## src/hw/rtl/hllru_pkg.sv

```systemverilog
// ----------------------------------------------------------------------------
// hllru_pkg
// Shared widths, constants, command/status codes and the control and flag
// bundles between the sequencer and the datapath of the HLL register update.
// ----------------------------------------------------------------------------
package hllru_pkg;

    // Field widths of the command and result transactions
    localparam int HASH_W  = 64;
    localparam int INDEX_W = 14;
    localparam int RANK_W  = 6;
    localparam int PREC_W  = 4;
    localparam int STAT_W  = 2;

    // Width of the effective precision, which holds values up to 31
    localparam int EFF_W = 5;

    localparam int MIN_PRECISION     = 4;
    localparam int DEF_MAX_PRECISION = 14;

    localparam logic [PREC_W-1:0] PRECISION_RESET = 4'd14;

    // 64-bit finalizer constants
    localparam logic [HASH_W-1:0] MIX_MUL_A = 64'hff51afd7ed558ccd;
    localparam logic [HASH_W-1:0] MIX_MUL_B = 64'hc4ceb9fe1a85ec53;
    localparam int                MIX_SHIFT = 33;

    typedef enum logic [1:0] {
        CMD_ADD   = 2'd0,
        CMD_MERGE = 2'd1,
        CMD_READ  = 2'd2,
        CMD_CLEAR = 2'd3
    } cmd_t;

    typedef enum logic [STAT_W-1:0] {
        STAT_OK       = 2'd0,
        STAT_MISMATCH = 2'd1,
        STAT_RANGE    = 2'd2
    } stat_t;

    // Per-cycle datapath commands issued by the sequencer
    typedef struct packed {
        logic load;      // capture a new transaction
        logic xs;        // k ^= k >> 33
        logic mul_sel;   // 0: first multiplier constant, 1: second
        logic mul_lo;    // low x low partial product
        logic mul_x1;    // accumulate low product, high(k) x low(c)
        logic mul_x2;    // accumulate cross term, low(k) x high(c)
        logic mul_done;  // fold last cross term into k
        logic shift;     // split mixed hash into slot and remainder
        logic lz_bytes;  // per-byte leading zero counts
        logic lz_rank;   // combine byte counts into a rank
        logic rd;        // read the rank store
        logic clr_wr;    // write zero at the sweep address
        logic finish;    // update the register and latch the result
    } ctrl_t;

    // Status back to the sequencer
    typedef struct packed {
        logic bad;       // merge/read rejected (mismatch or range)
        logic clr_last;  // sweep address at the last entry
    } flags_t;

endpackage

```

## src/hw/rtl/hllru_ctrl.sv

```systemverilog
// ----------------------------------------------------------------------------
// hllru_ctrl
// Sequencer: steps the datapath through mixing, ranking, store access and the
// clear sweep, and raises the result strobe.
// ----------------------------------------------------------------------------
module hllru_ctrl
    import hllru_pkg::*;
(
    input  logic        clk,
    input  logic        rst_n,
    input  logic        start,
    input  logic [1:0]  command,
    input  flags_t      flags,
    output ctrl_t       ctrl,
    output logic        busy,
    output logic        done
);

    typedef enum logic [3:0] {
        ST_IDLE,
        ST_CLEAR,
        ST_CHECK,
        ST_XS,
        ST_MA,
        ST_MB,
        ST_MC,
        ST_MD,
        ST_SHIFT,
        ST_LZB,
        ST_LZR,
        ST_UPD
    } state_t;

    state_t     state_reg;
    state_t     state_next;
    logic [1:0] pass_reg;
    logic [1:0] pass_next;
    logic       from_cmd_reg;
    logic       from_cmd_next;
    logic       done_reg;
    logic       done_next;

    // next state and datapath commands
    always_comb
    begin
        state_next    = state_reg;
        pass_next     = pass_reg;
        from_cmd_next = from_cmd_reg;
        done_next     = 1'b0;
        ctrl          = '0;
        ctrl.mul_sel  = pass_reg[0];
        unique case (state_reg)
            ST_IDLE: begin
                if (start) begin
                    ctrl.load = 1'b1;
                    unique case (cmd_t'(command)) inside
                        CMD_ADD: begin
                            pass_next  = 2'd0;
                            state_next = ST_XS;
                        end
                        CMD_MERGE, CMD_READ: begin
                            state_next = ST_CHECK;
                        end
                        CMD_CLEAR: begin
                            from_cmd_next = 1'b1;
                            state_next    = ST_CLEAR;
                        end
                    endcase
                end
            end
            ST_CLEAR: begin
                ctrl.clr_wr = 1'b1;
                if (flags.clr_last) begin
                    ctrl.finish = from_cmd_reg;
                    done_next   = from_cmd_reg;
                    state_next  = ST_IDLE;
                end
            end
            ST_CHECK: begin
                if (flags.bad) begin
                    ctrl.finish = 1'b1;
                    done_next   = 1'b1;
                    state_next  = ST_IDLE;
                end else begin
                    ctrl.rd    = 1'b1;
                    state_next = ST_UPD;
                end
            end
            ST_XS: begin
                ctrl.xs    = 1'b1;
                state_next = (pass_reg == 2'd2) ? ST_SHIFT : ST_MA;
            end
            ST_MA: begin
                ctrl.mul_lo = 1'b1;
                state_next  = ST_MB;
            end
            ST_MB: begin
                ctrl.mul_x1 = 1'b1;
                state_next  = ST_MC;
            end
            ST_MC: begin
                ctrl.mul_x2 = 1'b1;
                state_next  = ST_MD;
            end
            ST_MD: begin
                ctrl.mul_done = 1'b1;
                pass_next     = pass_reg + 2'd1;
                state_next    = ST_XS;
            end
            ST_SHIFT: begin
                ctrl.shift = 1'b1;
                state_next = ST_LZB;
            end
            ST_LZB: begin
                ctrl.lz_bytes = 1'b1;
                state_next    = ST_LZR;
            end
            ST_LZR: begin
                ctrl.lz_rank = 1'b1;
                ctrl.rd      = 1'b1;
                state_next   = ST_UPD;
            end
            ST_UPD: begin
                ctrl.finish = 1'b1;
                done_next   = 1'b1;
                state_next  = ST_IDLE;
            end
            default: begin
                state_next = ST_IDLE;
            end
        endcase
    end

    // state and registered strobe; reset starts the store sweep
    always_ff @(posedge clk or negedge rst_n)
    begin
        if (!rst_n) begin
            state_reg    <= ST_CLEAR;
            pass_reg     <= 2'd0;
            from_cmd_reg <= 1'b0;
            done_reg     <= 1'b0;
        end else begin
            state_reg    <= state_next;
            pass_reg     <= pass_next;
            from_cmd_reg <= from_cmd_next;
            done_reg     <= done_next;
        end
    end

    assign busy = (state_reg != ST_IDLE);
    assign done = done_reg;

endmodule

```

## config.mk

```make
export PLATFORM = sky130hd
export DESIGN_NAME = hllru_ctrl
export DESIGN_NICKNAME = d
export VERILOG_FILES = /design/src/hw/rtl/hllru_pkg.sv /design/src/hw/rtl/hllru_ctrl.sv
export SDC_FILE = /design/constraint.sdc
export NUM_CORES = 1
export LEC_CHECK = 0
export ABC_CLOCK_PERIOD_IN_PS = 3700
export BUFFER_PORTS_ARGS = -buffer_cell sky130_fd_sc_hd__buf_2
export CORE_AREA = 2 2 39 41
export CTS_CLUSTER_DIAMETER = 120
export DETAILED_ROUTE_END_ITERATION = 8
export DIE_AREA = 0 0 41 43
export GPL_TIMING_DRIVEN = 0
export HOLD_SLACK_MARGIN = 0.08
export PLACE_DENSITY = 0.76
export SYNTH_ARGS = -nofsm -noshare
export SYNTH_HDL_FRONTEND = slang
export SYNTH_SLANG_ARGS = --single-unit
```

## constraint.sdc

```tcl
create_clock -name clk -period 3.7 [get_ports clk]
set_input_delay 0.74 -clock clk [delete_from_list [all_inputs] [get_ports clk]]
set_output_delay 0.74 -clock clk [all_outputs]
set_load 0.05 [all_outputs]
```

======== Yosys cells after proc, flatten, opt, wreduce, memory -nomap -nowiden ========
Index checks and enable logic that the tools add are counted.
word-level totals
  flip-flop bits (word level) ............. 8
  latch bits .............................. 0
  RAM bits ................................ 0
  memory bits (read-only) ................. 0
  input bits .............................. 7
  output and inout port bits .............. 15
  word-level logic and storage cells ...... 56
  memories ................................ 0
operators by class
  $add $sub $neg .......................... 1
  multiply operators ...................... 0
  divide/modulo/power cells ............... 0
  $lt $le $gt $ge ......................... 0
  equal/unequal tests ..................... 18
  shift operators ......................... 0
  mux-type cells .......................... 25
  bitwise logic cells ..................... 0
  reductions and logical operators ........ 8
operators by type and width
  operator               number
  $pmux W4 S11           1
  $eq A4 B3 Y1 const B   4
  $eq A4 B4 Y1 const B   4
  $mux W4                4
  $mux W1                14
  $pmux W4 S3            1
  $eq A4 B2 Y1 const B   2
  $eq A2 B2 Y1 const B   3
  $ne A2 B2 Y1 const B   3
  $reduce_and A3 Y1      2
  $eq A4 B1 Y1 const B   1
  $logic_not A4 Y1       1
  $mux W2                2
  $pmux W2 S2            1
  $reduce_bool A4 Y1     1
  $pmux W1 S3            1
  $add A2 B1 Y2 const B  1
  $eq A2 B1 Y1 const B   1
  $logic_not A2 Y1       1
  $pmux W1 S2            1
  $reduce_and A2 Y1      1
  $reduce_bool A2 Y1     1
  $reduce_or A2 Y1       1

======== Longest topological paths before layout ========
  depth after elaboration ................. 5
  mapped depth ............................ 5
  depth with buffers taken out ............ 5

======== Worst setup path before layout ========
OpenSTA, ideal clock, no wires.
  path type ............................... in2out
  start ................................... in flags[1] in the netlist's numbering
  end ..................................... out ctrl[2] in the netlist's numbering
  arrival ................................. 1901 ps
  data required time ...................... 2960 ps
  setup slack ............................. 1059 ps
  cell stages on the path ................. 3
  buffers on the path ..................... 0
  path through ............................ inv_1 > nor2_1 > nor3_1
RTL lines
  what         line              text
  from (decl)  hllru_ctrl.sv:13  input flags_t flags,
  to (decl)    hllru_ctrl.sv:14  output ctrl_t ctrl,

======== Worst setup path in the final report ========
  start ................................... reg state_reg[1]
  end ..................................... out ctrl[0] in the netlist's numbering
between the ends
  longest elaborated chain between the ends .. 2
  elaborated cells on any way between the ends .. 4
  those cells by class .................... eq/ne: 3; mux: 1
RTL lines
  what                                        line               text
  from (decl)                                 hllru_ctrl.sv:34   state_t state_reg;
  from (signal assigned)                      hllru_ctrl.sv:143  state_reg <= state_next;
  $eq A4 B4 Y1, or another cell as far along  n/a
  $pmux W1 S3 *                               n/a
Every way passes the cells marked *; elsewhere a longest branch is shown, timed or not.

==> impl_metrics.tcl <==
set metrics [dict create \
    status "finished clean" \
    nets 112 \
    synthArstFlopShare_pct 100 \
    cp-start-kind "register" \
    cp.depth 6 \
    p_clk_share_pct 9.7 \
    cts_setup_buffers 0 \
    slowest_stage "dfrtp_1" \
    largest_register_ffs 4 \
    synth_area_um2 617 \
    netlist_top_cells_area "dfrtp_1, ha_1, nand2b_1" \
    synth_top_family_by_area "simple AND/OR/NAND/NOR gates" \
    yosys.area_share.simple_pct 28.8 \
    syn_nets 86 \
    grt-ovfl-total 0 \
    p_leak_nw 0.406 \
    post_drt_wl_per_cell_um 12.1 \
    ys_warn_count 0 \
    numPortBuffers 21 \
    maxCapViolCount 0 \
    die_area_mm2 0.00176 \
    switching_share_pct 55.7 \
    layout-drive-gt1-share_pct 29.7 \
    htree_levels 1 \
    wirelength_um 1420 \
    p_int_mw 0.327 \
    cts.repair.resized 0 \
    drt-pass1-iter-count 4 \
    relSlewSlack_pct 66.4 \
    stdcell_area_um2 768 \
    rsz0062_at_grt "false" \
    ff2ff_path_depth 4 \
    grt_usage_pct 17.5 \
    cpPeakStageDelay_ns 0.41 \
    worstSetupPathType "register to output port" \
    setup_tns_ns 0 \
    synthTopCellsByCount "nor2_1, dfrtp_1, inv_1, nand2_1, nand2b_1" \
    syn_avg_cell_area_um2 8.12 \
    end_kind "output port" \
    period_minus_slack_ns 2.66 \
    ys_types 32 \
    synth_mux_area_share_pct 1.62 \
    worst_pin_slew_ns 0.492 \
    place.gp.congestion 0.832 \
    crit_chain "clkbuf_1 -> nand2b_1 -> o22ai_1 -> o21a_1 -> buf_4 -> buf_2" \
    route.vias.total 618 \
    via_per_inst 5.28 \
    syn_to_final_growth_pct 24.5 \
    cts_tree "yes" \
    grt_first_pass_wirelength_um 2100 \
    grt_start_max_net_pins 11 \
    hold_path_class "input port to asynchronous set/reset pin" \
    synth_largest_area_cell "dfrtp_1" \
    die_h_um 43 \
    ir_drop_mv 0.474 \
    grt_antenna_before_repair 0 \
    min_period_over_period_pct 72.0 \
    power_switching_mw 0.411 \
    synth_xor_xnor_area_share_pct 1.42 \
    cts_buffers 3 \
    p_comb_share_pct 68.5 \
    place_area_um2 742 \
    synth_flop_cell "dfrtp_1" \
    fin_worst_skew_ns 0.00423 \
    slew_violations 0 \
    hpwl_um 1060 \
    clk_path_buf_depth 2 \
    ant_nets 0 \
    holdWs_ns 0.314 \
    arrival_ns 1.92 \
    fmax_mhz 375 \
    synth-compound-area-share_pct 18.9 \
    required_ns 2.96 \
    synth_top_area_share_pct 28.4 \
    ioPinCount 22 \
    drc_errors 0 \
    crit_fanout 10 \
    fill_cells 149 \
    hold_violations 0 \
    path_clk_slew_ns 0.06 \
    hold_buffers 0 \
    die_w_um 41 \
    synth_fa_ha_area_share_pct 6.09 \
    powerDensity_mw_per_mm2 961 \
    placementRows 14 \
    start_util_pct 44.6 \
    drt_iter0_drc 8 \
    path_delay_family "buffers and inverters" \
    diodes 0 \
    ys_seq_area_share_pct 32.7 \
    finalNonFillerCells 117 \
    synth-edff-count 0 \
    netlist_instances 76 \
    clk_latency_ns 0.25 \
    seqPwrFrac_pct 21.8 \
    core_area_mm2 0.00138 \
    critical_path_buf_inv_count 3 \
    grt_pass1_vias 516 \
    clock-root-buffer "clkbuf_4" \
    final_util_pct 55.5 \
    yosysMostFrequentCell "nor2_1" \
    cts.sinks 8 \
    synth-seq-cells 8 \
    setup_viol_count_final 0 \
    dpl.cell_count 113 \
]
layer usage:
layer | global-route usage (%) | up-vias | share of wire, %
li1 | - | 319 | -
met2 | 25.3 | 23 | 48
met3 | 4.19 | 2 | 6.5
met4 | 8.67 | 0 | 0.28
met1 | 23.3 | 274 | 45
met5 | 0 | - | 0
cell type report:
cell class	count	area, um^2	area share (%)
timing repair buffer	21	105	13.7
multi-input combinational	55	350	45.6
sequential	8	201	26.2
buffer	7	42.5	5.54
clock buffer	4	26.3	3.42
inverter	6	22.5	2.93
tap	16	20.0	2.61
cell families after synthesis:
group	count (synthesis)
compound gates	16
mux	1
fa+ha+maj	3
buf+inv	13
simple gates	34
flops	8
xor+xnor	1
layout by cell type (no fill, tap or decap):
cell,n
a2111oi_0,1
a21o_1,2
a21oi_1,3
a221oi_1,1
a221oi_2,1
and3_1,1
and3b_1,1
and4_1,1
buf_2,22
buf_4,2
buf_6,1
clkbuf_1,4
clkbuf_4,3
dfrtp_1,7
dfstp_2,1
ha_1,3
inv_1,6
mux2i_1,1
nand2_1,6
nand2b_1,6
nand4b_1,1
nor2_1,10
nor2b_1,1
nor3_1,5
nor4b_1,1
o21a_1,1
o21ai_0,1
o21ai_1,2
o22ai_1,2
o32a_1,1
o32ai_1,1
or4_1,1
xnor2_1,1
worst paths after layout:
kind                                               start                  endpoint  slack [ns]
worst max-delay path            state_reg[1]$_DFFE_PN0P_                   ctrl[0]        1.04
worst min-delay path                               rst_n   pass_reg[0]$_DFFE_PN0P_        0.31
worst max register to register  state_reg[0]$_DFFE_PN1P_  state_reg[1]$_DFFE_PN0P_        2.18
worst min register to register  from_cmd_reg$_DFFE_PN0P_  from_cmd_reg$_DFFE_PN0P_        0.46
max in group asynchronous                          rst_n  state_reg[0]$_DFFE_PN1P_        3.15
min in group clk                from_cmd_reg$_DFFE_PN0P_  from_cmd_reg$_DFFE_PN0P_        0.46
power groups by stage:
stage / sequential, mW / clock [mW] / combinational [mW]
floorplan: 0.167 / 0 / 0.397
global placement: 0.158 / 0 / 0.494
detailed placement: 0.160 / 0 / 0.503
CTS: 0.158 / 0.0743 / 0.507
global route: 0.164 / 0.0797 / 0.544
finish: 0.161 / 0.0719 / 0.506
per-stage QoR:
stage                     setup slack (ns)  power (mW)
after floorplan                       1.06       0.564
after global placement                1.36       0.652
after detailed placement              1.33       0.663
after CTS                             1.06       0.739
after global routing                 0.953       0.788
final                                 1.04       0.738
Power figures use the tool's default switching activity.
